## config.mk

```make
export PLATFORM = sky130hd
export DESIGN_NAME = hall_angle_speed_decoder_flat
export DESIGN_NICKNAME = d
export VERILOG_FILES = /design/src/hdl/hasd_pkg.sv /design/src/hdl/hasd_in_if.sv /design/src/hdl/hasd_out_if.sv /design/src/hdl/hasd_cfg_if.sv /design/src/hdl/hasd_div.sv /design/src/hdl/hasd_ctrl.sv /design/src/hdl/hall_angle_speed_decoder.sv /design/src/flat_wrapper.sv
export SDC_FILE = /design/constraint.sdc
export NUM_CORES = 1
export LEC_CHECK = 0
export BUFFER_PORTS_ARGS = -buffer_cell sky130_fd_sc_hd__buf_4
export CORE_UTILIZATION = 60
export DETAILED_ROUTE_END_ITERATION = 10
export GPL_TIMING_DRIVEN = 0
export PLACE_DENSITY = 0.77
export SLEW_MARGIN = 20
export SYNTH_ARGS = -nofsm -noshare
export SYNTH_HDL_FRONTEND = slang
export SYNTH_HIERARCHICAL = 1
export SYNTH_SLANG_ARGS = --single-unit
export TNS_END_PERCENT = 20
```

## constraint.sdc

```tcl
create_clock -name clk -period 13.43 [get_ports clk]
set_input_delay 4.029 -clock clk [delete_from_list [all_inputs] [get_ports clk]]
set_output_delay 4.029 -clock clk [all_outputs]
set_load 0.005 [all_outputs]
```

## src/hdl/hasd_pkg.sv

```systemverilog
`timescale 1ns / 1ps
// ----------------------------------------------------------------------------
// hasd_pkg
// Shared widths, register indexes, status codes and control structs for the
// Hall angle and speed decoder.
// ----------------------------------------------------------------------------
package hasd_pkg;

  localparam int SEQ_LEN    = 6;
  localparam int CODE_W     = 3;
  localparam int SLOT_W     = 3;
  localparam int TIME_W     = 32;
  localparam int ANGLE_W    = 16;
  localparam int SPEED_W    = 28;
  localparam int PP_W       = 7;
  localparam int DEN_W      = TIME_W + PP_W;
  localparam int SEQ_W      = SEQ_LEN * CODE_W;
  localparam int CFG_IDX_W  = 3;
  localparam int CFG_DATA_W = 18;
  localparam int CNT_W      = $clog2(SPEED_W + 1);

  // 60 s * 1e6 us / 6 Hall code changes per electrical turn, scaled by 16
  localparam logic [SPEED_W-1:0] SPEED_NUM = SPEED_W'(160000000);

  localparam logic [CFG_IDX_W-1:0] REG_CODE_SEQ   = CFG_IDX_W'(0);
  localparam logic [CFG_IDX_W-1:0] REG_ANGLE0     = CFG_IDX_W'(1);
  localparam logic [CFG_IDX_W-1:0] REG_PAIR_COUNT = CFG_IDX_W'(7);

  localparam logic STATUS_OK      = 1'b0;
  localparam logic STATUS_INVALID = 1'b1;

  localparam logic [PP_W-1:0] PAIR_COUNT_RESET = PP_W'(1);

  typedef struct packed {
    logic [SEQ_W-1:0]                code_seq;
    logic [SEQ_LEN-1:0][ANGLE_W-1:0] angle;
    logic [PP_W-1:0]                 pair_count;
  } cfg_regs_t;

  typedef struct packed {
    logic             start;
    logic [DEN_W-1:0] den;
  } div_req_t;

  typedef struct packed {
    logic               done;
    logic [SPEED_W-1:0] quot;
  } div_rsp_t;

endpackage

```

## src/hdl/hasd_in_if.sv

```systemverilog
`timescale 1ns / 1ps
// ----------------------------------------------------------------------------
// hasd_in_if
// Hall sample channel: sensor code and microsecond timestamp.
// ----------------------------------------------------------------------------
interface hasd_in_if;
  logic                        valid;
  logic                        ready;
  logic [hasd_pkg::CODE_W-1:0] sensor_code;
  logic [hasd_pkg::TIME_W-1:0] sample_time_us;

  modport source (output valid, output sensor_code, output sample_time_us, input ready);
  modport sink (input valid, input sensor_code, input sample_time_us, output ready);
endinterface

```

## src/hdl/hasd_out_if.sv

```systemverilog
`timescale 1ns / 1ps
// ----------------------------------------------------------------------------
// hasd_out_if
// Result channel: status, stored electrical angle and stored speed.
// ----------------------------------------------------------------------------
interface hasd_out_if;
  logic                         valid;
  logic                         ready;
  logic                         status_code;
  logic [hasd_pkg::ANGLE_W-1:0] electrical_angle;
  logic [hasd_pkg::SPEED_W-1:0] speed_sixteenths_rpm;

  modport source (
    output valid, output status_code, output electrical_angle,
    output speed_sixteenths_rpm, input ready
  );
  modport sink (
    input valid, input status_code, input electrical_angle,
    input speed_sixteenths_rpm, output ready
  );
endinterface

```

## src/hdl/hasd_cfg_if.sv

```systemverilog
`timescale 1ns / 1ps
// ----------------------------------------------------------------------------
// hasd_cfg_if
// Configuration write channel: register index and write data.
// ----------------------------------------------------------------------------
interface hasd_cfg_if;
  logic                            valid;
  logic                            ready;
  logic [hasd_pkg::CFG_IDX_W-1:0]  index;
  logic [hasd_pkg::CFG_DATA_W-1:0] data;

  modport source (output valid, output index, output data, input ready);
  modport sink (input valid, input index, input data, output ready);
endinterface

```

## src/hdl/hasd_div.sv

```systemverilog
`timescale 1ns / 1ps
// ----------------------------------------------------------------------------
// hasd_div
// Restoring serial divider: constant speed numerator over a 39-bit
// denominator, one quotient bit per cycle.
// ----------------------------------------------------------------------------
module hasd_div (
  input  logic               clk,
  input  logic               rst,
  input  hasd_pkg::div_req_t req,
  output hasd_pkg::div_rsp_t rsp
);

  logic [hasd_pkg::SPEED_W-1:0] rem;
  logic [hasd_pkg::SPEED_W-1:0] rem_next;
  logic [hasd_pkg::SPEED_W-1:0] quot;
  logic [hasd_pkg::DEN_W-1:0]   den;
  logic [hasd_pkg::CNT_W-1:0]   cnt;
  logic                         busy;
  logic                         done;
  logic [hasd_pkg::SPEED_W:0]   trial;
  logic                         fits;

  // quot shifts the numerator out at the top and quotient bits in at the bottom
  assign trial = {rem, quot[hasd_pkg::SPEED_W-1]};
  assign fits  = {{(hasd_pkg::DEN_W - hasd_pkg::SPEED_W - 1){1'b0}}, trial} >= den;

  always_comb begin
    if (fits) begin
      rem_next = hasd_pkg::SPEED_W'(trial - den[hasd_pkg::SPEED_W:0]);
    end else begin
      rem_next = trial[hasd_pkg::SPEED_W-1:0];
    end
  end

  always_ff @(posedge clk) begin
    if (rst) begin
      busy <= 1'b0;
      done <= 1'b0;
    end else begin
      done <= 1'b0;
      if (req.start) begin
        busy <= 1'b1;
        cnt  <= hasd_pkg::CNT_W'(hasd_pkg::SPEED_W);
        rem  <= '0;
        quot <= hasd_pkg::SPEED_NUM;
        den  <= req.den;
      end else if (busy) begin
        rem  <= rem_next;
        quot <= {quot[hasd_pkg::SPEED_W-2:0], fits};
        cnt  <= cnt - hasd_pkg::CNT_W'(1);
        if (cnt == hasd_pkg::CNT_W'(1)) begin
          busy <= 1'b0;
          done <= 1'b1;
        end
      end
    end
  end

  assign rsp.done = done;
  assign rsp.quot = quot;

endmodule

```

## src/hdl/hasd_ctrl.sv

```systemverilog
`timescale 1ns / 1ps
// ----------------------------------------------------------------------------
// hasd_ctrl
// Sequencer and decoder state: sequence lookup, angle and edge-time update,
// denominator product and hand-off to the serial divider.
// ----------------------------------------------------------------------------
module hasd_ctrl (
  input  logic                clk,
  input  logic                rst,
  input  hasd_pkg::cfg_regs_t cfg_regs,
  hasd_in_if.sink             hall,
  hasd_out_if.source          result,
  output hasd_pkg::div_req_t  div_req,
  input  hasd_pkg::div_rsp_t  div_rsp
);

  typedef enum logic [5:0] {
    S_IDLE  = 6'b000001,
    S_EVAL  = 6'b000010,
    S_MUL   = 6'b000100,
    S_START = 6'b001000,
    S_DIV   = 6'b010000,
    S_OUT   = 6'b100000
  } state_t;

  state_t                        state;
  logic [hasd_pkg::CODE_W-1:0]   code;
  logic [hasd_pkg::TIME_W-1:0]   sample_time;
  logic [hasd_pkg::TIME_W-1:0]   delta;
  logic [hasd_pkg::DEN_W-1:0]    den;
  logic [hasd_pkg::ANGLE_W-1:0]  angle_now;
  logic [hasd_pkg::SPEED_W-1:0]  speed_now;
  logic [hasd_pkg::TIME_W-1:0]   last_edge_time;
  logic [hasd_pkg::CODE_W-1:0]   last_code;
  logic                          status;
  logic                          hit;
  logic [hasd_pkg::SLOT_W-1:0]   slot;

  // walk down so the lowest matching entry wins
  always_comb begin
    hit  = 1'b0;
    slot = '0;
    for (int k = hasd_pkg::SEQ_LEN - 1; k >= 0; k--) begin
      if (cfg_regs.code_seq[k*hasd_pkg::CODE_W +: hasd_pkg::CODE_W] == code) begin
        hit  = 1'b1;
        slot = hasd_pkg::SLOT_W'(k);
      end
    end
  end

  always_ff @(posedge clk) begin
    if (rst) begin
      state          <= S_IDLE;
      angle_now      <= '0;
      speed_now      <= '0;
      last_edge_time <= '0;
      last_code      <= '0;
      status         <= hasd_pkg::STATUS_OK;
    end else begin
      case (state)
        S_IDLE: begin
          if (hall.valid) begin
            code        <= hall.sensor_code;
            sample_time <= hall.sample_time_us;
            state       <= S_EVAL;
          end
        end
        S_EVAL: begin
          state <= S_OUT;
          if (cfg_regs.pair_count != '0 && hit) begin
            status    <= hasd_pkg::STATUS_OK;
            angle_now <= cfg_regs.angle[slot];
            if (code != last_code) begin
              last_edge_time <= sample_time;
              last_code      <= code;
              if (last_edge_time != '0 && sample_time > last_edge_time) begin
                delta <= sample_time - last_edge_time;
                state <= S_MUL;
              end
            end
          end else begin
            status <= hasd_pkg::STATUS_INVALID;
          end
        end
        S_MUL: begin
          den   <= hasd_pkg::DEN_W'(delta) * hasd_pkg::DEN_W'(cfg_regs.pair_count);
          state <= S_START;
        end
        S_START: begin
          state <= S_DIV;
        end
        S_DIV: begin
          if (div_rsp.done) begin
            speed_now <= div_rsp.quot;
            state     <= S_OUT;
          end
        end
        S_OUT: begin
          if (result.ready) begin
            state <= S_IDLE;
          end
        end
        default: begin
          state <= S_IDLE;
        end
      endcase
    end
  end

  assign div_req.start = (state == S_START);
  assign div_req.den   = den;

  assign hall.ready                  = (state == S_IDLE);
  assign result.valid                = (state == S_OUT);
  assign result.status_code          = status;
  assign result.electrical_angle     = angle_now;
  assign result.speed_sixteenths_rpm = speed_now;

endmodule

```

## src/hdl/hall_angle_speed_decoder.sv

```systemverilog
// Sequence: an accepted sample beat goes through lookup to a valid result when no
// speed is computed, and through lookup, product and the 28-step divider when it is.
// One item at a time: the next sample beat is taken the cycle after the result beat.
// Reset: sync, active high; stored angle, speed, edge time and code clear to
// zero, registers clear to zero except pole pairs, which resets to one.
`timescale 1ns / 1ps
// ----------------------------------------------------------------------------
// hall_angle_speed_decoder
// Hall code to electrical angle and mechanical speed, with a configuration
// register file and a serial divider for the speed quotient.
// ----------------------------------------------------------------------------
module hall_angle_speed_decoder (
  input  logic       clk,
  input  logic       rst,
  hasd_in_if.sink    hall,
  hasd_out_if.source result,
  hasd_cfg_if.sink   cfg
);

  hasd_pkg::cfg_regs_t cfg_regs;
  hasd_pkg::div_req_t  div_req;
  hasd_pkg::div_rsp_t  div_rsp;

  assign cfg.ready = 1'b1;

  always_ff @(posedge clk) begin
    if (rst) begin
      cfg_regs.code_seq   <= '0;
      cfg_regs.angle      <= '0;
      cfg_regs.pair_count <= hasd_pkg::PAIR_COUNT_RESET;
    end else if (cfg.valid) begin
      if (cfg.index == hasd_pkg::REG_CODE_SEQ) begin
        cfg_regs.code_seq <= cfg.data[hasd_pkg::SEQ_W-1:0];
      end
      for (int k = 0; k < hasd_pkg::SEQ_LEN; k++) begin
        if (cfg.index == hasd_pkg::REG_ANGLE0 + hasd_pkg::CFG_IDX_W'(k)) begin
          cfg_regs.angle[k] <= cfg.data[hasd_pkg::ANGLE_W-1:0];
        end
      end
      if (cfg.index == hasd_pkg::REG_PAIR_COUNT) begin
        cfg_regs.pair_count <= cfg.data[hasd_pkg::PP_W-1:0];
      end
    end
  end

  hasd_ctrl u_ctrl (
    .clk      (clk),
    .rst      (rst),
    .cfg_regs (cfg_regs),
    .hall     (hall),
    .result   (result),
    .div_req  (div_req),
    .div_rsp  (div_rsp)
  );

  hasd_div u_div (
    .clk (clk),
    .rst (rst),
    .req (div_req),
    .rsp (div_rsp)
  );

endmodule

```

## src/flat_wrapper.sv

```systemverilog
// flat-port wrapper written by rule: the top's interface ports become plain ports
module hall_angle_speed_decoder_flat 
  (clk, rst, hall_valid, hall_sensor_code, hall_sample_time_us, hall_ready, result_valid, result_status_code, result_electrical_angle, result_speed_sixteenths_rpm, result_ready, cfg_valid, cfg_index, cfg_data, cfg_ready);
  hasd_in_if hall_i ();
  hasd_out_if result_i ();
  hasd_cfg_if cfg_i ();
  input  logic clk;
  input  logic rst;
  input wire logic [$bits(hall_i.valid)-1:0] hall_valid;
  input wire logic [$bits(hall_i.sensor_code)-1:0] hall_sensor_code;
  input wire logic [$bits(hall_i.sample_time_us)-1:0] hall_sample_time_us;
  output wire logic [$bits(hall_i.ready)-1:0] hall_ready;
  output wire logic [$bits(result_i.valid)-1:0] result_valid;
  output wire logic [$bits(result_i.status_code)-1:0] result_status_code;
  output wire logic [$bits(result_i.electrical_angle)-1:0] result_electrical_angle;
  output wire logic [$bits(result_i.speed_sixteenths_rpm)-1:0] result_speed_sixteenths_rpm;
  input wire logic [$bits(result_i.ready)-1:0] result_ready;
  input wire logic [$bits(cfg_i.valid)-1:0] cfg_valid;
  input wire logic [$bits(cfg_i.index)-1:0] cfg_index;
  input wire logic [$bits(cfg_i.data)-1:0] cfg_data;
  output wire logic [$bits(cfg_i.ready)-1:0] cfg_ready;
  assign hall_i.valid = hall_valid;
  assign hall_i.sensor_code = hall_sensor_code;
  assign hall_i.sample_time_us = hall_sample_time_us;
  assign hall_ready = hall_i.ready;
  assign result_valid = result_i.valid;
  assign result_status_code = result_i.status_code;
  assign result_electrical_angle = result_i.electrical_angle;
  assign result_speed_sixteenths_rpm = result_i.speed_sixteenths_rpm;
  assign result_i.ready = result_ready;
  assign cfg_i.valid = cfg_valid;
  assign cfg_i.index = cfg_index;
  assign cfg_i.data = cfg_data;
  assign cfg_ready = cfg_i.ready;
  hall_angle_speed_decoder u_core (.clk(clk), .rst(rst), .hall(hall_i), .result(result_i), .cfg(cfg_i));
endmodule
```

### After elaboration in Yosys (flattened, before gate mapping)

Cells that the tools add are included.

| word-level totals | value |
|---|---|
| bits in registers | 415 |
| input port bits | 61 |
| word-level logic and storage cells | 111 |
| output and inout bits | 48 |

| operators by class | value |
|---|---|
| add/subtract/negate cells | 3 |
| reductions and logical operators | 24 |
| mux-type cells | 30 |
| $lt $le $gt $ge | 3 |
| $mul | 1 |
| equality and inequality tests | 24 |
| bitwise gates (word level) | 2 |

Operators with widths:

| kind | count |
|---|---|
| 2-to-1 mux 28 bit | 3 |
| binary-select mux 16 bit (select 3 bit) | 1 |
| >= comparator 29 x 39 -> 1 bit | 1 |
| multiplier 32 x 7 -> 39 bit | 1 |
| 2-to-1 mux 6 bit | 6 |
| one-hot mux 6 bit (6 select lines) | 1 |
| > comparator 32 bit | 1 |
| nonzero test 32 bit | 1 |
| subtractor 32 bit | 1 |
| subtractor 28 bit | 1 |
| AND reduction 2 bit | 13 |
| == test 3 bit | 6 |
| 2-to-1 mux 3 bit | 6 |
| 2-to-1 mux 16 bit | 1 |
| == test 3 bit, second input constant | 4 |
| 2-to-1 mux 1 bit | 11 |
| AND reduction 3 bit | 3 |
| nonzero test 7 bit | 1 |
| == test 3 x 2 -> 1 bit, second input constant | 2 |
| == test 6 x 1 -> 1 bit, second input constant | 1 |
| == test 6 x 2 -> 1 bit, second input constant | 1 |
| == test 6 x 3 -> 1 bit, second input constant | 1 |
| == test 6 x 4 -> 1 bit, second input constant | 1 |
| == test 6 x 5 -> 1 bit, second input constant | 1 |
| other kinds (15) | 18 |

### Depth between registers and ports, before layout

| logic depth | value |
|---|---|
| word-level depth | 10 |
| gate-level depth with buffers | 21 |
| mapped depth without buffers | 20 |

### Modules after synthesis

The synthesis kept the hierarchy.

By module, submodules not included:

| module | times used | cells each | area each (um^2) | sequential area each (um^2) |
|---|---|---|---|---|
| hasd_ctrl | 1 | 1597 | 15964.1 | 4904.7 |
| hasd_div | 1 | 507 | 5749.3 | 3042.9 |
| hall_angle_speed_decoder | 1 | 432 | 4808.4 | 2422.3 |

### Least setup slack after synthesis

Ideal clock, no wire load.

| timing | value |
|---|---|
| path type | in2reg |
| start point | input rst |
| end point | register u_core/u_ctrl/den[0] (netlist bit), enable pin |
| required time | 12884 ps |
| slack | 4388 ps |
| stages | 3 |
| arrival time | 8496 ps |
| setup time | 546 ps |
| path buffers | 2 |
| cells stage by stage | clkbuf_1 clkbuf_1 nor4b_1 |

| on the way | value |
|---|---|
| word-level cells in the longest chain between the ends | 2 |

Ends and longest elaborated chain:

| item | RTL line | RTL |
|---|---|---|
| start: declaration | flat_wrapper.sv:8 | `input logic rst;` |
| inverter 1 bit (no source line) | - |  |
| AND reduction 2 bit (no source line) | - |  |
| end signal: assignment | hasd_ctrl.sv:86 | `den <= hasd_pkg::DEN_W'(delta) * hasd_pkg::DEN_W'(cfg_regs.pair_count);` |
| end: declaration | hasd_ctrl.sv:30 | `logic [hasd_pkg::DEN_W-1:0] den;` |

No other way between the ends.
A chain may end at the register's enable or synchronous reset.

### Worst setup path after layout

| timing | value |
|---|---|
| start point | input rst |
| end point | register u_core/u_ctrl/den[4] (netlist bit), enable pin |

Same word-level chain as after synthesis.

==> results by group <==
Status
  • Status: finished, final reports clean

Global routing
  • Largest net degree at the start of global routing: 32
  • GRT overflow: 0
  • First-pass GRT wire length: 96.4 mm
  • GRT Total Usage: 27.1%
  • Number of global-route vias before repair: 18900
  • Initial antenna violation count: 0

Worst setup path
  • CP max stage cell: nor4b_2
  • Worst Path Required: 13670 ps
  • Worst EP arrival: 6690 ps
  • CP Max Fanout: 10
  • R2r setup slk: 7310 ps
  • Setup crit end: u_core/u_ctrl/den[4]
  • Worst setup path start: rst
  • Crit end category: register
  • Worst-path cell chain: buf_4, clkbuf_1, clkbuf_1, nor4b_2, buf_2, buf_2, buf_2, buf_2, buf_2
  • Depth of the worst register-to-register path: 20
  • R2R Path End: u_core/u_ctrl/den[28]
  • WS Path Type: input port to register
  • Critical Path Source Type: input port
  • Worst path max stage delay: 460 ps
  • Cell mode on critical path: buf_2
  • RR Startpoint: u_core/cfg_regs[4]

Power
  • Combinational share of power: 9.6%
  • Sequential power share: 47.5%
  • Net Sw Power: 0.658 mW
  • Static leakage: 13.1 nW
  • Internal: 2.20 mW
  • Pwr/cell area: 96.3 nW/um^2
  • Switch share: 23.0%
  • Power Total: 2.86 mW
  • Max VDD drop: 0.112 mV
  • Clock power share: 42.9%

Floorplanning
  • DIE HEIGHT: 212 um
  • Starting Density: 61.2%
  • I/O pins: 109
  • Row cnt: 76
  • DIE WIDTH: 212 um
  • CORE AREA: 43400 sq um
  • DIE AREA: 45000 sq um

Clock network
  • H-Tree Depth: 2
  • CTS root buf: clkbuf_16
  • CTS resizes: 0
  • Cts bufs inserted: 44
  • Setup bufs post-CTS: 0
  • CTS tree: done
  • Clk slew on worst S/H paths: 60 ps
  • Worst-skew pair later-pin latency: 570 ps
  • Hold_buf cts: 0
  • Clock Path Buffers: 3
  • CTS sink count: 415

Yosys
  • Async set-reset flop share out of synthesis: 0%
  • Syn_area_per_cell: 10.5 sq um
  • Syn_nets: 2868
  • Main synth FF type: dfxtp_1
  • Post-Syn Area: 26500 sq um
  • Synth warnings: 6
  • Post-synth EDFFs: 206
  • Synth Instances: 2536
  • Register area share after synthesis: 39.1%
  • Synthesized flop and latch total: 415
  • Synth cell types: 100

Flow run
  • Max capacitance violation total: 0

STA
  • Layout Skew: 24.5 ps
  • Final-report setup violation count: 0
  • Rel. slew slack: 39.2%
  • Fin Setup TNS: 0 ps
  • Fin. Hold Viols: 0
  • Least-Margin Pin Slew: 910 ps
  • Setup repair after global routing missed its margin: false
  • Min Clock Period, post-route: 6440 ps
  • Max-slew violation count: 0
  • Period utilization: 48.0%
  • Max Freq: 155 MHz

Final layout
  • Most frequent cells in the layout: inv_1, dfxtp_1, edfxtp_1
  • Design area: 29700 sq um
  • Final #Nets: 3033
  • Synthesis-to-layout area growth: 11.9%
  • Share of cells above drive strength 1: 12.9%
  • Antenna diodes: 0
  • Commonest non-fill, non-tap cell in the layout: inv_1

Routing
  • Initial detailed-routing violation count: 1241
  • DRT Pass-1 Iters: 8
  • Routed WL: 59.1 mm
  • DRC viols: 0
  • Vias per cell: 5.55
  • Post-route ant nets: 0
  • Wirelength per Cell: 17.8 um
  • Via count: 18400

Place
  • # port buffers: 103
  • GPL Wtd Cong: 0.919
  • Placed cell areas: 28200 sq um
  • Dpl hpwl: 45.0 mm

Worst hold path
  • Worst Hold Class: register to register
-- flip-flops by register name (all words and copies together) (netlist names), 3 cells and up --
signal,cells
u_core/cfg_regs,121
u_core/u_ctrl/code,3
u_core/u_ctrl/delta,32
u_core/u_ctrl/den,39
u_core/u_ctrl/last_code,3
u_core/u_ctrl/last_edge_time,32
u_core/u_ctrl/result.electrical_angle,16
u_core/u_ctrl/result.speed_sixteenths_rpm,28
u_core/u_ctrl/sample_time,32
u_core/u_ctrl/state,6
u_core/u_div/cnt,5
u_core/u_div/den,39
u_core/u_div/quot,28
u_core/u_div/rem,28
-- how the worst min path moves through the flow --
| stage | slack (ps) | endpoint | from | cells after the start |
|---|---|---|---|---|
| 4_1_cts | 410 | u_core/u_div/den[22] | u_core/u_ctrl/den[22] | 0 |
| 2_1_floorplan | 400 | u_core/u_div/den[0] | u_core/u_ctrl/den[0] | 0 |
| 3_5_place_dp | 400 | u_core/u_div/den[0] | u_core/u_ctrl/den[0] | 0 |
| 6_report | 400 | u_core/u_div/den[22] | u_core/u_ctrl/den[22] | 0 |
| 3_3_place_gp | 400 | u_core/u_div/den[7] | u_core/u_ctrl/den[7] | 0 |
| 5_1_grt | 410 | u_core/u_div/den[22] | u_core/u_ctrl/den[22] | 0 |
-- area by class of cell --
type                            instances  area, sq um
Timing Repair Buffer                  119          908
Inverter                              220          826
Fill cell                            3318        13700
Clock inverter                         16          174
Multi-Input combinational cell       1784        14800
Tap cell                              585          732
Buffer                                117          602
Sequential cell                       415        10400
Clock buffer                           65         1310
-- power groups by stage --
| stage | clock (mW) | combinational, mW | sequential (mW) |
|---|---|---|---|
| 4_1_cts | 1.25 | 0.275 | 1.36 |
| 6_report | 1.23 | 0.276 | 1.36 |
| 5_1_grt | 1.29 | 0.305 | 1.36 |
| 2_1_floorplan | 0 | 0.198 | 1.38 |
| 3_3_place_gp | 0 | 0.265 | 1.38 |
| 3_5_place_dp | 0 | 0.273 | 1.38 |
-- per-layer routing --
layer	up-vias	global-route usage [%]	wire, um
li1	8930	-	-
met1	8903	37.2	26800
met2	471	44.5	27600
met3	115	3.34	2790
met4	0	9.77	1870
met5	-	0	0
-- critical path: cells and delay by family --
| family | cells | cell delay [ps] |
|---|---|---|
| buffers and inverters | 8 | 2190 |
| AND/OR/NAND/NOR | 1 | 460 |
-- through the flow --
stage               util (%)  hold WS, ps  cells  setup WS (ps)
floorplan                  -          400   2536           4390
global placement        64.6          403   3224           2670
detailed placement      65.0          405   3240           6380
CTS                     68.4          406   3321           6990
global route            68.4          410   3321           6800
finish                  68.4          404   3321           6990
-- synthesized netlist by cell type, drive strengths merged, types with 4 or more instances --
cell type | count | area (sq um)
a211o | 4 | 52.6
a211oi | 12 | 103
a21boi | 4 | 37.5
a21o | 41 | 312
a21oi | 130 | 692
a31o | 4 | 35.0
a31oi | 13 | 87.6
and2 | 181 | 1140
and3 | 15 | 100
buf | 51 | 334
clkbuf | 66 | 268
dfxtp | 209 | 4180
edfxtp | 206 | 6190
fa | 151 | 3020
ha | 120 | 1500
inv | 220 | 826
mux2 | 32 | 360
mux2i | 176 | 1760
mux4 | 16 | 360
nand2 | 205 | 795
nand2b | 149 | 932
nand3 | 23 | 128
nand4 | 22 | 138
nand4b | 4 | 35.0
nor2 | 132 | 510
nor2b | 31 | 194
nor3 | 23 | 120
nor3b | 4 | 30.0
nor4 | 13 | 81.3
nor4b | 6 | 58.8
o2111ai | 6 | 52.6
o21a | 21 | 158
o21ai | 57 | 289
o21bai | 14 | 105
o22ai | 6 | 37.5
o31ai | 5 | 37.5
or2 | 14 | 87.6
or4 | 4 | 30.0
xnor2 | 64 | 561
xor2 | 36 | 315
-- kinds of logic after synthesis --
| family | synth area share (%) |
|---|---|
| buffers and inverters | 5.38 |
| AND/OR/NAND/NOR | 17.0 |
| adder cells (fa/ha/maj) | 17.1 |
| multiplexers | 9.36 |
| other | 0.0141 |
| AO/OA/AOI/OAI | 8.77 |
| XOR/XNOR | 3.30 |
| flip-flops | 39.1 |
No activity file was read; power rests on OpenSTA's default activity.
